===== src/sv/dsq_pkg.sv =====
// shared types, constants and codes of the drum step sequencer
package dsq_pkg;

   localparam int WORD_W         = 27;
   localparam int VOICE_SEL_W    = 4;
   localparam int PAT_W          = 8;
   localparam int VOICES         = 11;
   localparam int ACCENT_LSB     = 16;
   localparam int MUTE_W         = 13;
   localparam int MUTE_LIMIT     = 12;
   localparam int STEP_W         = 4;
   localparam int INTERVAL_W     = 16;
   localparam int TIME_W         = 17;
   localparam int PATTERN_COUNT  = 16;
   localparam int STEPS_PER_BAR  = 16;
   localparam int RESET_INTERVAL = 125;
   localparam int RECIP_THIRD    = 43691;
   localparam int RECIP_SHIFT    = 17;
   localparam int REQ_TDATA_W    = 40;
   localparam int RSP_TDATA_W    = 80;
   localparam int CSR_INDEX_W    = 1;
   localparam int CSR_DATA_W     = 16;

   localparam logic [TIME_W-1:0] RESET_RELOAD_LONG  =
      TIME_W'(RESET_INTERVAL + RESET_INTERVAL / 3);
   localparam logic [TIME_W-1:0] RESET_RELOAD_SHORT = TIME_W'((2 * RESET_INTERVAL) / 3);

   localparam logic [CSR_INDEX_W-1:0] CSR_STEP_INTERVAL = 1'b0;
   localparam logic [CSR_INDEX_W-1:0] CSR_SWING_ENABLE  = 1'b1;

   typedef enum logic [2:0] {
      OP_TICK        = 3'd0,
      OP_START       = 3'd1,
      OP_STOP        = 3'd2,
      OP_TOGGLE_MUTE = 3'd3,
      OP_NEXT_PAT    = 3'd4,
      OP_CHAIN_ADD   = 3'd5,
      OP_CHAIN_CLEAR = 3'd6
   } op_type;

   // req tdata, lowest field last
   typedef struct packed {
      logic                   pad;
      logic [PAT_W-1:0]       pattern_number;
      logic [VOICE_SEL_W-1:0] mute_voice;
      logic [WORD_W-1:0]      step_word;
   } req_data_type;

   // rsp tdata, lowest field last
   typedef struct packed {
      logic [6:0]        pad;
      logic [MUTE_W-1:0] mutes_queued;
      logic [MUTE_W-1:0] mutes_now;
      logic              accepted;
      logic              running;
      logic              blink;
      logic [PAT_W-1:0]  queued_pattern;
      logic              queued_valid;
      logic [PAT_W-1:0]  current_pattern;
      logic [STEP_W-1:0] step_index;
      logic [VOICES-1:0] voice_accents;
      logic [VOICES-1:0] voice_triggers;
      logic              step_fired;
   } rsp_data_type;

   typedef struct packed {
      logic [INTERVAL_W-1:0] interval;
      logic                  swing;
      logic [TIME_W-1:0]     reload_long;
      logic [TIME_W-1:0]     reload_short;
   } timing_type;

   typedef struct packed {
      logic             start;
      logic             add;
      logic             clear;
      logic             advance;
      logic [PAT_W-1:0] pattern;
   } chain_cmd_type;

   typedef struct packed {
      logic             on;
      logic             add_taken;
      logic [PAT_W-1:0] first_pattern;
      logic [PAT_W-1:0] advance_pattern;
   } chain_status_type;

endpackage


===== src/sv/dsq_timing.sv =====
// step interval and swing registers with precomputed swing reload values
module dsq_timing
   import dsq_pkg::*;
(
   input  logic                   clock,
   input  logic                   reset,
   input  logic                   csr_wen,
   input  logic [CSR_INDEX_W-1:0] csr_index,
   input  logic [CSR_DATA_W-1:0]  csr_wdata,
   output timing_type             timing
);

   logic [INTERVAL_W-1:0] interval_ff, interval_in;
   logic                  swing_ff, swing_in;
   logic [TIME_W-1:0]     long_ff, long_in;
   logic [TIME_W-1:0]     short_ff, short_in;

   logic [32:0]           third_prod;
   logic [INTERVAL_W-1:0] third;
   logic [TIME_W-1:0]     three_third;
   logic [TIME_W-1:0]     rem_full;

   always_comb begin
      interval_in = interval_ff;
      swing_in    = swing_ff;
      if (csr_wen) begin
         unique case (csr_index)
            CSR_STEP_INTERVAL: interval_in = csr_wdata[INTERVAL_W-1:0];
            CSR_SWING_ENABLE:  swing_in    = csr_wdata[0];
            default: ;
         endcase
      end
   end

   // divide by three through the reciprocal, exact for 16-bit values
   always_comb begin
      third_prod  = 33'(interval_in) * 33'(RECIP_THIRD);
      third       = third_prod[RECIP_SHIFT +: INTERVAL_W];
      three_third = TIME_W'({third, 1'b0}) + TIME_W'(third);
      rem_full    = TIME_W'(interval_in) - three_third;
      long_in     = TIME_W'(interval_in) + TIME_W'(third);
      short_in    = TIME_W'({third, 1'b0}) + TIME_W'(rem_full[1:0] == 2'd2);
   end

   always_ff @(posedge clock) begin
      if (reset) begin
         interval_ff <= INTERVAL_W'(RESET_INTERVAL);
         swing_ff    <= 1'b0;
         long_ff     <= RESET_RELOAD_LONG;
         short_ff    <= RESET_RELOAD_SHORT;
      end else begin
         interval_ff <= interval_in;
         swing_ff    <= swing_in;
         long_ff     <= long_in;
         short_ff    <= short_in;
      end
   end

   assign timing.interval     = interval_ff;
   assign timing.swing        = swing_ff;
   assign timing.reload_long  = long_ff;
   assign timing.reload_short = short_ff;

endmodule


===== src/sv/dsq_chain.sv =====
// pattern chain store with length, position and first-entry tracking
module dsq_chain
   import dsq_pkg::*;
#(
   parameter int CHAIN_DEPTH = 16
) (
   input  logic             clock,
   input  logic             reset,
   input  chain_cmd_type    cmd,
   output chain_status_type status
);

   localparam int CLEN_W = $clog2(CHAIN_DEPTH + 1);
   localparam int CIDX_W = (CHAIN_DEPTH > 1) ? $clog2(CHAIN_DEPTH) : 1;

   logic [PAT_W-1:0]  entries_ff [CHAIN_DEPTH];
   logic              on_ff, on_in;
   logic [CLEN_W-1:0] length_ff, length_in;
   logic [CIDX_W-1:0] position_ff, position_in;
   logic              before_first_ff, before_first_in;

   logic [CLEN_W-1:0] pos_inc;
   logic [CIDX_W-1:0] pos_adv;
   logic              room;
   logic              write_en;
   logic [CIDX_W-1:0] write_idx;

   always_comb begin
      pos_inc = CLEN_W'(position_ff) + CLEN_W'(1);
      if (before_first_ff || pos_inc >= length_ff) begin
         pos_adv = '0;
      end else begin
         pos_adv = pos_inc[CIDX_W-1:0];
      end
      room = length_ff < CLEN_W'(CHAIN_DEPTH);

      on_in           = on_ff;
      length_in       = length_ff;
      position_in     = position_ff;
      before_first_in = before_first_ff;
      write_en        = 1'b0;
      write_idx       = length_ff[CIDX_W-1:0];

      if (cmd.add) begin
         if (!on_ff) begin
            on_in            = 1'b1;
            length_in        = CLEN_W'(1);
            position_in      = '0;
            before_first_in  = 1'b1;
            write_en         = 1'b1;
            write_idx        = '0;
         end else if (room) begin
            length_in        = length_ff + CLEN_W'(1);
            write_en         = 1'b1;
         end
      end
      if (cmd.start) begin
         position_in     = '0;
         before_first_in = 1'b0;
      end
      if (cmd.advance) begin
         position_in     = pos_adv;
         before_first_in = 1'b0;
      end
      if (cmd.clear) begin
         on_in           = 1'b0;
         length_in       = '0;
         position_in     = '0;
         before_first_in = 1'b0;
      end
   end

   always_ff @(posedge clock) begin
      if (write_en) begin
         entries_ff[write_idx] <= cmd.pattern;
      end
   end

   always_ff @(posedge clock) begin
      if (reset) begin
         on_ff           <= 1'b0;
         length_ff       <= '0;
         position_ff     <= '0;
         before_first_ff <= 1'b0;
      end else begin
         on_ff           <= on_in;
         length_ff       <= length_in;
         position_ff     <= position_in;
         before_first_ff <= before_first_in;
      end
   end

   // an add item would be taken now
   assign status.add_taken       = !on_ff || room;
   assign status.on              = on_ff;
   assign status.first_pattern   = entries_ff[0];
   assign status.advance_pattern = entries_ff[pos_adv];

endmodule


===== src/sv/dsq_engine.sv =====
// step timer, voice decode, mute and pattern state for one item per cycle while enabled
module dsq_engine
   import dsq_pkg::*;
(
   input  logic             clock,
   input  logic             reset,
   input  logic             enable,
   input  op_type           opcode,
   input  req_data_type     data,
   input  timing_type       timing,
   input  chain_status_type chain_st,
   output chain_cmd_type    chain_cmd,
   output rsp_data_type     result
);

   logic              playing_ff, playing_in;
   logic [STEP_W-1:0] step_ff, step_in;
   logic [TIME_W-1:0] remaining_ff, remaining_in;
   logic [MUTE_W-1:0] mute_mask_ff, mute_mask_in;
   logic [MUTE_W-1:0] mute_toggles_ff, mute_toggles_in;
   logic [PAT_W-1:0]  pattern_now_ff, pattern_now_in;
   logic [PAT_W-1:0]  pattern_next_ff, pattern_next_in;
   logic              pattern_next_valid_ff, pattern_next_valid_in;

   logic [TIME_W-1:0] remaining_dec;
   logic [TIME_W-1:0] reload;
   logic [STEP_W:0]   step_inc;
   logic              bar_end;
   logic [WORD_W-1:0] masked;
   logic [VOICES-1:0] decoded;
   logic [MUTE_W-1:0] mute_bit;
   logic              voice_ok;
   logic              pat_ok;
   logic              fired;
   logic [VOICES-1:0] trig;
   logic [VOICES-1:0] acc;
   logic              accepted;

   // closed hat over open hat, tom 1 over tom 2 over tom 3
   function automatic logic [VOICES-1:0] decode_voices(input logic [VOICES-1:0] w);
      logic [VOICES-1:0] t;
      t = w & 11'h783;
      if (w[2]) begin
         t[2] = 1'b1;
      end else if (w[3]) begin
         t[3] = 1'b1;
      end
      if (w[4]) begin
         t[4] = 1'b1;
      end else if (w[5]) begin
         t[5] = 1'b1;
      end else if (w[6]) begin
         t[6] = 1'b1;
      end
      return t;
   endfunction

   always_comb begin
      remaining_dec = (remaining_ff != '0) ? remaining_ff - TIME_W'(1) : '0;
      if (!timing.swing) begin
         reload = TIME_W'(timing.interval);
      end else if (!step_ff[0]) begin
         reload = timing.reload_long;
      end else begin
         reload = timing.reload_short;
      end
      step_inc = {1'b0, step_ff} + (STEP_W+1)'(1);
      bar_end  = step_inc >= (STEP_W+1)'(STEPS_PER_BAR);
      masked   = data.step_word & ~WORD_W'(mute_mask_ff);
      decoded  = decode_voices(masked[VOICES-1:0]);
      mute_bit = MUTE_W'(1) << data.mute_voice;
      voice_ok = data.mute_voice <= VOICE_SEL_W'(MUTE_LIMIT);
      pat_ok   = {1'b0, data.pattern_number} < (PAT_W+1)'(PATTERN_COUNT);
   end

   always_comb begin
      playing_in            = playing_ff;
      step_in               = step_ff;
      remaining_in          = remaining_ff;
      mute_mask_in          = mute_mask_ff;
      mute_toggles_in       = mute_toggles_ff;
      pattern_now_in        = pattern_now_ff;
      pattern_next_in       = pattern_next_ff;
      pattern_next_valid_in = pattern_next_valid_ff;
      chain_cmd             = '0;
      chain_cmd.pattern     = data.pattern_number;
      fired                 = 1'b0;
      trig                  = '0;
      acc                   = '0;
      accepted              = 1'b0;

      if (enable) begin
         unique case (opcode)
            OP_TICK: begin
               remaining_in = remaining_dec;
               if (remaining_dec == '0) begin
                  fired        = 1'b1;
                  remaining_in = reload;
                  if (playing_ff) begin
                     trig = decoded;
                     acc  = masked[ACCENT_LSB +: VOICES] & decoded;
                  end
                  step_in = step_inc[STEP_W-1:0];
                  if (bar_end) begin
                     step_in         = '0;
                     mute_mask_in    = mute_mask_ff ^ mute_toggles_ff;
                     mute_toggles_in = '0;
                     if (!chain_st.on) begin
                        if (pattern_next_valid_ff) begin
                           pattern_now_in        = pattern_next_ff;
                           pattern_next_valid_in = 1'b0;
                        end
                     end else begin
                        chain_cmd.advance = 1'b1;
                        pattern_now_in    = chain_st.advance_pattern;
                     end
                  end
               end
            end
            OP_START: begin
               playing_in = 1'b1;
               step_in    = '0;
               if (chain_st.on) begin
                  chain_cmd.start = 1'b1;
                  pattern_now_in  = chain_st.first_pattern;
               end
            end
            OP_STOP: begin
               playing_in = 1'b0;
            end
            OP_TOGGLE_MUTE: begin
               if (voice_ok) begin
                  if (playing_ff) begin
                     mute_toggles_in = mute_toggles_ff ^ mute_bit;
                     accepted        = |(mute_toggles_in & mute_bit);
                  end else begin
                     mute_mask_in = mute_mask_ff ^ mute_bit;
                     accepted     = |(mute_mask_in & mute_bit);
                  end
               end
            end
            OP_NEXT_PAT: begin
               if (pat_ok && data.pattern_number != pattern_now_ff) begin
                  accepted = 1'b1;
                  if (playing_ff) begin
                     pattern_next_in       = data.pattern_number;
                     pattern_next_valid_in = 1'b1;
                  end else begin
                     pattern_now_in = data.pattern_number;
                  end
               end
            end
            OP_CHAIN_ADD: begin
               chain_cmd.add = pat_ok;
               accepted      = pat_ok && chain_st.add_taken;
            end
            OP_CHAIN_CLEAR: begin
               chain_cmd.clear = 1'b1;
            end
            default: ;
         endcase
      end
   end

   always_ff @(posedge clock) begin
      if (reset) begin
         playing_ff            <= 1'b0;
         step_ff               <= '0;
         remaining_ff          <= '0;
         mute_mask_ff          <= '0;
         mute_toggles_ff       <= '0;
         pattern_now_ff        <= '0;
         pattern_next_ff       <= '0;
         pattern_next_valid_ff <= 1'b0;
      end else begin
         playing_ff            <= playing_in;
         step_ff               <= step_in;
         remaining_ff          <= remaining_in;
         mute_mask_ff          <= mute_mask_in;
         mute_toggles_ff       <= mute_toggles_in;
         pattern_now_ff        <= pattern_now_in;
         pattern_next_ff       <= pattern_next_in;
         pattern_next_valid_ff <= pattern_next_valid_in;
      end
   end

   always_comb begin
      result                 = '0;
      result.step_fired      = fired;
      result.voice_triggers  = trig;
      result.voice_accents   = acc;
      result.step_index      = step_in;
      result.current_pattern = pattern_now_in;
      result.queued_valid    = pattern_next_valid_in;
      result.queued_pattern  = pattern_next_in;
      result.blink           = remaining_in > TIME_W'(timing.interval >> 1);
      result.running         = playing_in;
      result.accepted        = accepted;
      result.mutes_now       = mute_mask_in;
      result.mutes_queued    = mute_toggles_in;
   end

endmodule


===== src/sv/drum_step_sequencer.sv =====
// sixteen-step drum sequencer top level with input and result registers
// an accepted req item is held in the input register, and its result in the result register that drives rsp
// throughput: one item per cycle while rsp is not stalled, limited by the single-pass engine stage
// reset clears timer, step, mutes, patterns and chain control; first tick fires
// chain entries are not cleared and hold no value until written
// swing reload values are registered together with the interval they come from
module drum_step_sequencer
   import dsq_pkg::*;
#(
   parameter int CHAIN_DEPTH = 16
) (
   input  logic                   clock,
   input  logic                   reset,
   input  logic                   req_tvalid,
   output logic                   req_tready,
   input  logic [REQ_TDATA_W-1:0] req_tdata,   // step_word, mute_voice, pattern_number, pad
   input  logic [2:0]             req_tuser,   // opcode
   output logic                   rsp_tvalid,
   input  logic                   rsp_tready,
   output logic [RSP_TDATA_W-1:0] rsp_tdata,   // step_fired, voice_triggers, voice_accents,
                                               // step_index, current_pattern, queued_valid,
                                               // queued_pattern, blink, running, accepted,
                                               // mutes_now, mutes_queued, pad
   input  logic                   csr_wen,
   input  logic [CSR_INDEX_W-1:0] csr_index,
   input  logic [CSR_DATA_W-1:0]  csr_wdata
);

   logic             in_valid_ff, in_valid_in;
   op_type           in_op_ff, in_op_in;
   req_data_type     in_data_ff, in_data_in;
   logic             out_valid_ff, out_valid_in;
   rsp_data_type     out_data_ff, out_data_in;

   logic             advance;
   timing_type       timing;
   chain_cmd_type    chain_cmd;
   chain_status_type chain_st;
   rsp_data_type     result;

   assign advance    = in_valid_ff && (!out_valid_ff || rsp_tready);
   assign req_tready = !in_valid_ff || advance;

   always_comb begin
      in_valid_in  = in_valid_ff;
      in_op_in     = in_op_ff;
      in_data_in   = in_data_ff;
      out_valid_in = out_valid_ff;
      out_data_in  = out_data_ff;
      if (req_tvalid && req_tready) begin
         in_valid_in = 1'b1;
         in_op_in    = op_type'(req_tuser);
         in_data_in  = req_data_type'(req_tdata);
      end else if (advance) begin
         in_valid_in = 1'b0;
      end
      if (advance) begin
         out_valid_in = 1'b1;
         out_data_in  = result;
      end else if (rsp_tready) begin
         out_valid_in = 1'b0;
      end
   end

   always_ff @(posedge clock) begin
      if (reset) begin
         in_valid_ff  <= 1'b0;
         out_valid_ff <= 1'b0;
      end else begin
         in_valid_ff  <= in_valid_in;
         out_valid_ff <= out_valid_in;
      end
   end

   always_ff @(posedge clock) begin
      in_op_ff    <= in_op_in;
      in_data_ff  <= in_data_in;
      out_data_ff <= out_data_in;
   end

   dsq_timing u_timing (
      .clock     (clock),
      .reset     (reset),
      .csr_wen   (csr_wen),
      .csr_index (csr_index),
      .csr_wdata (csr_wdata),
      .timing    (timing)
   );

   dsq_chain #(
      .CHAIN_DEPTH (CHAIN_DEPTH)
   ) u_chain (
      .clock  (clock),
      .reset  (reset),
      .cmd    (chain_cmd),
      .status (chain_st)
   );

   dsq_engine u_engine (
      .clock     (clock),
      .reset     (reset),
      .enable    (advance),
      .opcode    (in_op_ff),
      .data      (in_data_ff),
      .timing    (timing),
      .chain_st  (chain_st),
      .chain_cmd (chain_cmd),
      .result    (result)
   );

   assign rsp_tvalid = out_valid_ff;
   assign rsp_tdata  = out_data_ff;

endmodule

===== config.mk =====
export PLATFORM = sky130hd
export DESIGN_NAME = drum_step_sequencer
export DESIGN_NICKNAME = d
export VERILOG_FILES = /design/src/sv/dsq_pkg.sv /design/src/sv/dsq_timing.sv /design/src/sv/dsq_chain.sv /design/src/sv/dsq_engine.sv /design/src/sv/drum_step_sequencer.sv
export SDC_FILE = /design/constraint.sdc
export NUM_CORES = 1
export LEC_CHECK = 0
export BUFFER_PORTS_ARGS = -buffer_cell sky130_fd_sc_hd__buf_4
export CAP_MARGIN = 20
export CORE_MARGIN = 2
export CORE_UTILIZATION = 58
export CTS_BUF_LIST = sky130_fd_sc_hd__clkbuf_4 sky130_fd_sc_hd__clkbuf_8
export CTS_CLUSTER_SIZE = 25
export DETAILED_ROUTE_END_ITERATION = 8
export HOLD_SLACK_MARGIN = 0.02
export PLACE_DENSITY = 0.74
export SLEW_MARGIN = 10
export SYNTH_ARGS = -nofsm -noshare
export SYNTH_HDL_FRONTEND = slang
export SYNTH_SLANG_ARGS = --single-unit

===== constraint.sdc =====
create_clock -name clock -period 12.43 [get_ports clock]
set_clock_uncertainty 0.15 [all_clocks]
set_input_delay 0.6215 -clock clock [delete_from_list [all_inputs] [get_ports clock]]
set_output_delay 0.6215 -clock clock [all_outputs]
set_load 0.005 [all_outputs]

# [Word level (Yosys, flattened, before mapping)]
# Memories as Yosys holds them, arrays and structs flattened.
# Cells that the tools add are included.
# W data, S select, Z words.
[classes] addsub=8 n_mul=1 order_cmp=6 eq_ne=10 n_shift=1 mux=85 bitwise_logic=9 n_reduce_logical=26
[ops] operator="$mux W13" n=10
[ops] operator="$mux W17" n=6
[ops] operator="$mux W8" n=12
[ops] operator="$pmux W13 S2" n=2
[ops] operator="$mux W4" n=11
[ops] operator="$xor A13 B13 Y13" n=3
[ops] operator="$mux W1" n=34
[ops] operator="$mul A16 B16 Y32 const B" n=1
[ops] operator="$mux W16" n=2
[ops] operator="$and A27 B27 Y27" n=1
[ops] operator="$not A13 Y27" n=1
[ops] operator="$and A13 B13 Y13" n=2
[ops] operator="$reduce_or A13 Y1" n=2
[ops] operator="$pmux W8 S3" n=1
[ops] operator="$add A16 B1 Y17" n=1
[ops] operator="$add A16 B15 Y17" n=1
[ops] operator="$gt A17 B15 Y1" n=1
[ops] operator="$logic_not A17 Y1" n=1
[ops] operator="$reduce_bool A17 Y1" n=1
[ops] operator="$sub A17 B1 Y17 const B" n=1
[ops] operator="$shl A1 B4 Y13 const A" n=1
[ops] operator="$and A11 B11 Y11" n=1
[ops] operator="$add A4 B1 Y5 const B" n=2
[ops] operator="$mux W5" n=2
[ops] operator="30 further kinds" n=46
[totals] regBits=244 mem_bits_rw=128 inputBits=65 out_inout_bits=82 wordCells=181 mem_count=1
[mem_list] memory="u_chain.entries_ff" depth=16 width=8 read_ports=2 rd_clocked_by_memory_dff=0 write_ports=1 line_no="dsq_chain.sv:16" source="logic [PAT_W-1:0] entries_ff [CHAIN_DEPTH];"

# [Depth between registers and ports, before layout]
# Gate-level depths: netlist (run 1).
# An unclocked memory read counts as a cell.
[depth] word_depth=10 ltp_mapped=35 mapped_depth_nobuf=33

# [Cells and area by module]
# Synthesis (run 1) repeated with hierarchy kept, for this count alone.
[unflattened] hier_cells=2139 hier_area_um2=22786.9
[by_module_without_submodules] mod="dsq_timing" n_inst=1 cells_each=729 area_each_um2=6864.1 seq_area_each_um2=1001.0
[by_module_without_submodules] mod="dsq_chain" n_inst=1 cells_each=443 area_each_um2=6078.3 seq_area_each_um2=4063.9
[by_module_without_submodules] mod="dsq_engine" n_inst=1 cells_each=834 area_each_um2=6047.0 seq_area_each_um2=1301.2
[by_module_without_submodules] mod="drum_step_sequencer" n_inst=1 cells_each=133 area_each_um2=3797.4 seq_area_each_um2=3733.6

# [Worst setup path before layout (run 1)]
# Ideal clock, no wire load.
[synth_path] kind="input to register" startpoint="input csr_wen" endpoint="register u_timing.long_ff[15]" arrival_ps=8216 t_required_ps=12152 slack_ps=3936 path_stages=33 path_cell_list="nor2b_1 -> clkbuf_1 -> clkbuf_1 -> nor2_1 -> a21oi_1 -> inv_1 -> ha_1 -> ha_1 -> fa_1 -> inv_1 -> fa_1 -> inv_1 -> fa_1 -> fa_1 -> ha_1 -> a211oi_1 -> nand2_1 -> a211oi_1 -> a21oi_1 -> nand2b_1 -> a21oi_1 -> xor2_1 -> inv_1 -> ha_1 -> a21o_1 -> a21oi_1 -> o21ai_0 -> a211oi_1 -> nor3_1 -> a2111oi_0 -> a21oi_1 -> xnor2_1 -> nor2_1"
[synth_via] elab_chain_len=3
[synth_lines] item="from (decl)" line_no="drum_step_sequencer.sv:24" source="input logic csr_wen,"
[synth_lines] item="$mux W16 (*)" line_no="dsq_timing.sv:26" source="if (csr_wen) begin"
[synth_lines] item="named net u_timing.interval_in[8]" line_no="dsq_timing.sv:13" source="logic [INTERVAL_W-1:0] interval_ff, interval_in;"
[synth_lines] item="$mul A16 B16 Y32" line_no="dsq_timing.sv:37" source="third_prod = 33'(interval_in) * 33'(RECIP_THIRD);"
[synth_lines] item="$add A16 B15 Y17 (*)" line_no="dsq_timing.sv:41" source="long_in = TIME_W'(interval_in) + TIME_W'(third);"
[synth_lines] item="to (signal assigned)" line_no="dsq_timing.sv:54" source="long_ff <= long_in;"
[synth_lines] item="to (decl)" line_no="dsq_timing.sv:15" source="logic [TIME_W-1:0] long_ff, long_in;"
# The timed path passes the listed nets; every way through them passes the cells marked *.
# A chain may end at the register's enable or synchronous reset.

# [Final worst setup path (run 1)]
# Ends and elaborated chain as after synthesis.

==> flow_summary_export.csv, run 1 <==
group,metric,value,unit
die,num_rows,70,
cells_and_area,final_cell_mix,"238 x edfxtp_1, 211 x inv_1, 196 x ha_1, 162 x buf_4, 135 x nor2_1",
setup_path,worstReg2RegEnd,"u_timing.long_ff[15]",
drt,vias_per_cell,5.94,
cells_and_area,diodes,0,
setup_path,slowest_stage,"a2111oi_0",
setup_path,worstSetupPathType,"in -> reg",
timing,slew_headroom,21.7,%
power_and_ir_drop,p_leak,0.0101,uW
synthesis,yosys_warnings,0,
grt,grt_max_degree,89,
clock_network,clkTransAtPathRegs,0.06,ns
die,core_region_area,36600,um2
clock_network,cts_sinks,366,
timing,maxSlewViolCount,0,
placed_design,finalWeightedCongestion,0.937,
power_and_ir_drop,pwr_density_cell,210,nW/um2
clock_network,ctsResizeCount,0,
setup_path,cp.arrival,9.74,ns
setup_path,startpoint,"csr_wen",
timing,finalHoldViolations,0,
timing,tns,0,ns
clock_network,cts_buffer_depth,3,
timing,rsz0062_at_grt,"no",
timing,fmax,106,MHz
placed_design,place_hpwl,39.8,mm
flow_run,max_cap_viol_count,0,
clock_network,root_buffer,"clkbuf_8",
cells_and_area,layout_commonest_cell,"edfxtp_1",
cells_and_area,finalNonFillerCells,2667,
grt,grt_pass1_wl,84.6,mm
cells_and_area,utilization,67.5,%
synthesis,syn-cell-area,21600,um2
placed_design,place_area,23000,um2
timing,finalCritPeriodShare,75.8,%
drt,drtAntennaViolNets,0,
setup_path,required,12.75,ns
setup_path,worstReg2RegStart,"u_timing.interval_ff[8]",
drt,wl_per_cell,20.3,um
worst_hold_path,hold_path.class,"in -> reg",
drt,drtIter0Drc,1296,
placed_design,preCtsSetupSlack,2.47,ns
setup_path,start_kind,"input pin",
cells_and_area,drive_gt1_share,16.1,%
drt,drc_errors,0,
synthesis,syn_area_per_cell,11.0,um2
die,start_util,59.0,%
drt,wl,54.2,mm
setup_path,slowest_delay,0.68,ns
clock_network,clock_latency,0.63,ns
setup_path,rrSetupSlack,3.60,ns
setup_path,cp-endpoint,"u_timing.long_ff[15]",
timing,layout_setup_ws,3.01,ns
grt,grtUsageTotal,28.1,%
synthesis,synthArstFlopShare,0,%
synthesis,ys_types,93,
clock_network,cts_setup_buffers,0,
synthesis,ys_ff_latch,366,
setup_path,reg2reg_depth,31,
setup_path,cp_max_fo,17,
status,status,"completed",
clock_network,cts_buffers,58,
timing,period_needed,9.42,ns
synthesis,seq_area_frac_synth,44.9,%
cells_and_area,area_growth,14.4,%
power_and_ir_drop,ir_worst_vdd,0.227,mV
setup_path,cp_top_family,"compound AO/OA/AOI/OAI gates",
timing,finalSetupViolCount,0,
grt,overflow,0,
setup_path,cp-end-kind,"flop",
die,die_x,197,um
timing,worst_pin_slew,1.17,ns
clock_network,cts_tree,"built",
drt,vias,15800,
die,die-area,38800,um2
placed_design,post-place-cells,2518,
placed_design,port_buffers,133,
grt,antenna_found_initial,0,
synthesis,synth_ff_type,"edfxtp_1",
synthesis,synth_cells,1959,
setup_path,critPathBufInv,6,
synthesis,synth_enable_flop_cells,238,
setup_path,cp.depth,33,
setup_path,crit_path_frequent_cell,"a21oi_1",
grt,grt_pass1_vias,15600,
clock_network,cts-htree-levels,2,
cells_and_area,final_nets,2489,
cells_and_area,stdcell_area,24700,um2
die,io_pins,147,
die,fp.dieH,197,um
drt,drt-pass1-iter-count,5,
-- flip-flops by register name, summed over array words and instances (netlist names), 13 cells and up --
| signal | count |
|---|---|
| u_engine.remaining_ff | 17 |
| u_chain.entries_ff | 128 |
| u_timing.long_ff | 17 |
| u_timing.short_ff | 16 |
| rsp_tdata | 73 |
| in_data_ff | 34 |
| u_timing.interval_ff | 16 |
| u_engine.mute_mask_ff | 13 |
| u_engine.mute_toggles_ff | 13 |
-- Yosys cell counts (all sizes together) (13+ instances only) --
cell type / number / area share (%)
o211ai: 23 / 0.80
a211oi: 25 / 0.89
nor2: 136 / 2.4
xnor2: 31 / 1.3
nor3: 42 / 1.2
nand2b: 23 / 0.67
or2: 17 / 0.52
xor2: 22 / 0.89
nand3: 35 / 0.93
inv: 211 / 3.7
edfxtp: 238 / 33
and2: 19 / 0.55
o21ai: 84 / 1.9
mux2i: 49 / 2.3
clkbuf: 51 / 1.1
fa: 78 / 7.2
a22oi: 19 / 0.66
ha: 196 / 11
nand2: 94 / 1.7
a21o: 34 / 1.2
mux2: 19 / 0.99
buf: 27 / 0.96
a21oi: 70 / 1.6
o22ai: 32 / 0.93
nor2b: 51 / 1.5
a31oi: 24 / 0.69
dfxtp: 128 / 12
o2bb2ai: 13 / 0.53
-- how the worst min path moves through the flow --
stage                                start                          end  slack [ns]  cells after the start
5_1_grt                         req_tvalid                  in_valid_ff        0.07                      3
4_1_cts                         req_tvalid                  in_valid_ff        0.05                      3
3_3_place_gp             u_timing.swing_ff            u_timing.swing_ff        0.30                      2
3_5_place_dp             u_timing.swing_ff            u_timing.swing_ff        0.31                      2
6_report                        req_tvalid                  in_valid_ff        0.09                      3
2_1_floorplan  u_engine.pattern_next_ff[6]  u_engine.pattern_next_ff[6]        0.29                      1
-- logic make-up (layout without fill, tap and decap cells) --
kind of cell | after synthesis | after routing | share of synthesized area [%]
buf+inv | 291 | 525 | 5.73
simple gates | 487 | 487 | 12.0
other cells | 1 | 7 | 0.0174
compound gates | 417 | 417 | 13.2
mux | 70 | 70 | 3.47
flops | 366 | 366 | 44.9
fa+ha+maj | 274 | 274 | 18.6
xor+xnor | 53 | 53 | 2.15
-- worst reg2reg max path, delay by kind of cell, from the launching register on --
kind,cells,cell delay (ns)
AND/OR/NAND/NOR,5,0.53
XOR/XNOR,2,0.54
flip-flops,1,0.30
AO/OA/AOI/OAI,11,3.29
adder cells (fa/ha/maj),8,3.23
buffers and inverters,5,0.65
-- metal layers --
layer  wire (um)  track usage [%]  part of all wire (%)
met5           0                0                     0
met4        1290             8.13                   2.4
met3        3690             3.92                   6.8
met2       26500             47.6                    49
met1       22800             37.9                    42
-- power breakdown --
part / switching [uW] / internal, uW / total, uW
logic: 1490 / 1170 / 2670
registers: 26.9 / 1380 / 1400
clock network: 487 / 641 / 1130
-- through the flow --
stage | power [uW] | hold slack, ns
3_5_place_dp | 4060 | 0.308
6_report | 5200 | 0.0917
4_1_cts | 5200 | 0.0515
3_3_place_gp | 3990 | 0.303
5_1_grt | 5630 | 0.0737
2_1_floorplan | 3490 | 0.289
-- area by class of cell --
| class | count | area, um2 |
|---|---|---|
| multi-input combinational | 1308 | 10700 |
| clock buffer | 80 | 1020 |
| inverter | 213 | 801 |
| sequential | 366 | 9710 |
| tap | 468 | 586 |
| fill | 2720 | 11900 |
| clock inverter | 29 | 284 |
| timing repair buffer | 203 | 1630 |
-- timing repair --
action                                  CTS  global route
hold buffers                             37             0
hold endpoints to repair                 37             0
endpoints found under the setup margin    0             0
(Power assumes the default switching activity.)
==> inputs of run 2 (changes only) <==
- clock period: 12.43 -> 8.98 ns (I/O delays scaled with it)
==> run 2 against run 1 <==
Net effect:
- die area is the same
- cell count grew 0.90%
- sequential cell count is the same
- final area grew 0.59%
- worst setup slack lost 2.5 ns
- core utilization grew 0.40 points
- critical path type unchanged
==> flow_summary_export.csv, run 2 (synthesized netlist as in run 1, its figures left out) <==
group,metric,value,unit
setup_path,cp-end-kind,"flop",
timing,period_needed,8.45,ns
clock_network,cts_buffer_depth,3,
drt,vias_per_cell,5.94,
power_and_ir_drop,p_leak,0.0102,uW
clock_network,cts_buffers,57,
power_and_ir_drop,p_int,4420,uW
cells_and_area,finalNonFillerCells,2691,
grt,antenna_found_initial,0,
clock_network,clock_latency,0.62,ns
clock_network,cts_tree,"built",
power_and_ir_drop,ir_worst_vdd,0.332,mV
die,die_x,197,um
placed_design,port_buffers,133,
timing,whs,0.0565,ns
die,die-area,38800,um2
cells_and_area,drive_gt1_share,16.6,%
timing,finalSetupViolCount,0,
placed_design,finalWeightedCongestion,0.971,
cells_and_area,final_cell_mix,"238 x edfxtp_1, 211 x inv_1, 196 x ha_1, 179 x buf_4, 135 x nor2_1",
placed_design,preCtsSetupSlack,0.140,ns
setup_path,cp_top_family,"adder cells",
grt,overflow,0,
cells_and_area,area_growth,15.1,%
cells_and_area,diodes,0,
drt,drtAntennaViolNets,0,
clock_network,cts-htree-levels,2,
timing,rsz0062_at_grt,"no",
grt,grt_pass1_vias,16000,
cells_and_area,largest_register_ffs,128,
power_and_ir_drop,p_seq_share,27.0,%
clock_network,cts_sinks,366,
grt,grt_pass1_wl,85.7,mm
power_and_ir_drop,power_frac_comb,52.5,%
timing,layout_setup_ws,0.527,ns
drt,drc_errors,0,
setup_path,slowest_stage,"o21ai_0",
cells_and_area,largest-register,"u_chain.entries_ff",
cells_and_area,regArea,9710,um2
power_and_ir_drop,pwr_density_cell,290,nW/um2
timing,maxSlewViolCount,0,
grt,grtUsageTotal,28.5,%
power_and_ir_drop,clock_power_share,20.5,%
drt,drt-pass1-iter-count,6,
setup_path,critPathBufInv,6,
timing,finalCritPeriodShare,94.1,%
timing,finalHoldViolations,0,
placed_design,post-place-cells,2532,
setup_path,cp.arrival,8.75,ns
clock_network,cts_setup_buffers,0,
power_and_ir_drop,power,7220,uW
drt,wl_per_cell,20.4,um
timing,worst_pin_slew,1.17,ns
cells_and_area,n_fill_cell,2762,
clock_network,clkTransAtPathRegs,0.06,ns
cells_and_area,layout_commonest_cell,"edfxtp_1",
setup_path,worstSetupPathType,"in -> reg",
worst_hold_path,hold_path.class,"in -> reg",
placed_design,place_hpwl,40.5,mm
die,io_pins,147,
clock_network,root_buffer,"clkbuf_8",
setup_path,required,9.27,ns
flow_run,max_cap_viol_count,0,
timing,slew_headroom,21.8,%
status,status,"completed",
drt,wl,54.9,mm
die,start_util,59.0,%
timing,tns,0,ns
drt,drtIter0Drc,1631,
die,fp.dieH,197,um
setup_path,slowest_delay,0.69,ns
cells_and_area,multi_input_area,10700,um2
power_and_ir_drop,switching_share,38.7,%
power_and_ir_drop,switching_power,2790,uW
grt,grt_max_degree,94,
timing,fmax,118,MHz
setup_path,start_kind,"input pin",
die,num_rows,70,
drt,vias,16000,
cells_and_area,final_nets,2513,
die,core_region_area,36600,um2
setup_path,cp_max_fo,7,
run 2: final timing paths:
check                                                 start                     endpoint  slack (ns)  cells past startpoint
worst min-delay path                             rsp_tready                  in_valid_ff        0.06                      4
worst max register to register     u_timing.interval_ff[11]         u_timing.long_ff[15]        0.83                     30
worst max-delay path                                csr_wen         u_timing.long_ff[15]        0.53                     32
worst min register to register  u_engine.pattern_next_ff[5]  u_engine.pattern_next_ff[5]        0.35                      1
run 2: power groups by stage:
stage	registers (uW)	clock network, uW	logic, uW
2_1_floorplan	1970	0	2860
3_3_place_gp	1980	0	3600
3_5_place_dp	1980	0	3710
4_1_cts	1950	1490	3750
5_1_grt	1950	1570	4300
6_report	1950	1480	3790
run 2: per-stage QoR:
step / area [um2] / util [%]
finish: 24900 / 67.9
global route: 24900 / 67.9
CTS: 24800 / 67.7
detailed placement: 23100 / 63.2
global placement: 23100 / 63.1
floorplan: 21600 / -
run 2: what timing repair did:
action,4_1_cts,5_1_grt
hold buffers,46,0
endpoints found under the setup margin,0,4
hold endpoints to repair,44,0
resized for setup,0,5
run 2: layer usage:
metal	part of all wire, %	GRT usage [%]	vias up	wire length, um
li1	-	-	7491	-
met1	43	38.6	7812	23400
met2	48	48.0	593	26600
met3	6.5	3.54	92	3560
met4	2.5	8.86	0	1400
met5	0	0	-	0
run 2: final cells by class:
type | count | share of cell area (%)
multi-input cells | 1308 | 43.1
clock buffers | 82 | 3.96
repair buffers | 228 | 7.40
well taps | 468 | 2.35
flip-flops and latches | 366 | 39.0
inverters | 213 | 3.22
clock inverters | 26 | 0.921
run 2: worst min-delay path: stages:
cell     delay [ns]
buf_4          0.08
nor2b_1        0.06
a21oi_1        0.15
nor2_1         0.04
==> inputs of run 3 (changes only) <==
- CORE_UTILIZATION: 58 -> 50
- PLACE_DENSITY: 0.74 -> 0.65
==> run 3 against run 2 <==
Net effect:
- combinational power hardly changed
- power is 0.11% lower
- count of clock-buffer cells in the layout is 4 higher
- die area is 16% higher
- sequential cell count stayed put
- sequential share of layout area is 0.15 points lower
- worst setup slack worse by 0.064 ns
- cell count is 4.2% higher
- register-to-register slack worse by 0.37 ns
- sequential power hardly changed
- largest power group unchanged
- highest routed layer unchanged
==> flow_summary_export.csv, run 3 (synthesized netlist as in run 1, its figures left out) <==
group,metric,value,unit
timing,fmax,117,MHz
die,fp.dieH,212,um
clock_network,cts_setup_buffers,0,
placed_design,place_hpwl,40.9,mm
timing,finalCritPeriodShare,94.8,%
timing,finalSetupViolCount,0,
cells_and_area,drive_gt1_share,16.2,%
drt,wl_per_cell,19.5,um
drt,vias,15700,
worst_hold_path,hold_path.class,"in -> reg",
worst_hold_path,worst_hold_path.endpoint,"u_timing.swing_ff",
timing,rsz0062_at_grt,"no",
setup_path,cp_max_fo,5,
cells_and_area,largest-register,"u_chain.entries_ff",
setup_path,worstSetupPathType,"reg -> reg",
setup_path,cp-end-kind,"flop",
timing,slew_headroom,28.5,%
grt,grt_max_degree,91,
grt,grt_pass1_vias,15500,
drt,drtAntennaViolNets,0,
die,die_x,212,um
timing,period_needed,8.52,ns
timing,whs,0.0582,ns
cells_and_area,largest_register_ffs,128,
placed_design,place_area,23300,um2
drt,vias_per_cell,5.59,
setup_path,cp.arrival,8.83,ns
clock_network,cts_sinks,366,
clock_network,cts-htree-levels,2,
timing,finalHoldViolations,0,
die,io_pins,147,
setup_path,slowest_delay,0.77,ns
setup_path,slowest_stage,"o21ai_0",
clock_network,cts_buffers,56,
timing,maxSlewViolCount,0,
power_and_ir_drop,pwr_density_cell,289,nW/um2
timing,worst_pin_slew,1.06,ns
cells_and_area,stdcell_area,25000,um2
setup_path,rrSetupSlack,0.46,ns
drt,drtIter0Drc,1164,
flow_run,max_cap_viol_count,0,
clock_network,cts_tree,"built",
setup_path,worstReg2RegEnd,"u_timing.long_ff[15]",
setup_path,worstReg2RegStart,"u_timing.interval_ff[11]",
placed_design,preCtsSetupSlack,0.0330,ns
grt,overflow,0,
drt,drc_errors,0,
cells_and_area,area_growth,15.6,%
cells_and_area,diodes,0,
grt,antenna_found_initial,0,
timing,tns,0,ns
setup_path,reg2reg_depth,30,
power_and_ir_drop,p_leak,0.0102,uW
clock_network,clock_latency,0.61,ns
drt,wl,54.6,mm
cells_and_area,final_cell_mix,"238 x edfxtp_1, 211 x inv_1, 196 x ha_1, 181 x buf_4, 135 x nor2_1",
clock_network,cts_buffer_depth,3,
grt,grt_pass1_wl,85.2,mm
placed_design,finalWeightedCongestion,0.901,
die,num_rows,76,
clock_network,root_buffer,"clkbuf_8",
worst_hold_path,hold_depth,4,
power_and_ir_drop,ir_worst_vdd,0.309,mV
die,start_util,50.4,%
die,core_region_area,42900,um2
drt,drt-pass1-iter-count,6,
clock_network,clkTransAtPathRegs,0.07,ns
timing,layout_setup_ws,0.463,ns
worst_hold_path,hp-start,"csr_wen",
die,die-area,44900,um2
cells_and_area,layout_commonest_cell,"edfxtp_1",
grt,grtUsageTotal,24.4,%
setup_path,required,9.29,ns
placed_design,port_buffers,133,
status,status,"completed",
cells_and_area,final_nets,2513,
setup_path,start_kind,"flop",
## run 3: cell type report
cell class / instances / area (um2)
Fill cell: 3672 / 17900
Clock buffer: 86 / 1030
Timing Repair Buffer: 229 / 1860
Clock inverter: 16 / 145
Inverter: 213 / 801
Multi-Input combinational cell: 1308 / 10700
Tap cell: 585 / 732
Sequential cell: 366 / 9710
## run 3: critical path: cells and delay by family, from the launching register on
family	cells	cell delay, ns
flops	1	0.32
fa+ha+maj	8	3.30
xor+xnor	2	0.40
buf+inv	5	0.51
simple gates	4	0.47
compound gates	11	3.22
## run 3: metrics by stage
stage               std cells  util [%]  total power [uW]
floorplan                1965         -              4830
global placement         2652      54.3              5660
detailed placement       2652      54.3              5750
CTS                      2800      58.1              7240
global route             2803      58.2              7870
finish                   2803      58.2              7210
## run 3: worst max path at each step
stage	from	to	slack, ns	cells after the start
final	u_timing.interval_ff[11]	u_timing.long_ff[15]	0.46	30
after global routing	u_timing.interval_ff[11]	u_timing.long_ff[15]	0.03	30
after CTS	u_timing.interval_ff[11]	u_timing.long_ff[15]	0.56	30
after detailed placement	csr_wen	u_timing.long_ff[15]	0.03	32
after global placement	csr_wen	u_timing.long_ff[15]	0.33	32
after floorplan	csr_wen	u_timing.long_ff[15]	0.66	33
## run 3: where the power goes
group          internal, uW  total, uW  switching [uW]  leakage, uW
registers              1910       1940            36.4      0.00325
logic                  1730       3820            2090      0.00633
clock network           816       1450             630     0.000631
total                  4450       7210            2760       0.0102
## run 3: layer usage
| metal | GRT usage (%) | vias to the layer above | wire (um) |
|---|---|---|---|
| met2 | 41.4 | 463 | 26600 |
| met3 | 2.73 | 83 | 2710 |
| li1 | - | 7490 | - |
| met1 | 33.0 | 7639 | 23900 |
| met4 | 7.31 | 0 | 1390 |
| met5 | 0 | - | 0 |
## run 3: what timing repair did
action                    4_1_cts  5_1_grt
gates resized for setup         0        0
hold endpoints to repair       44        0
hold buffers                   46        0
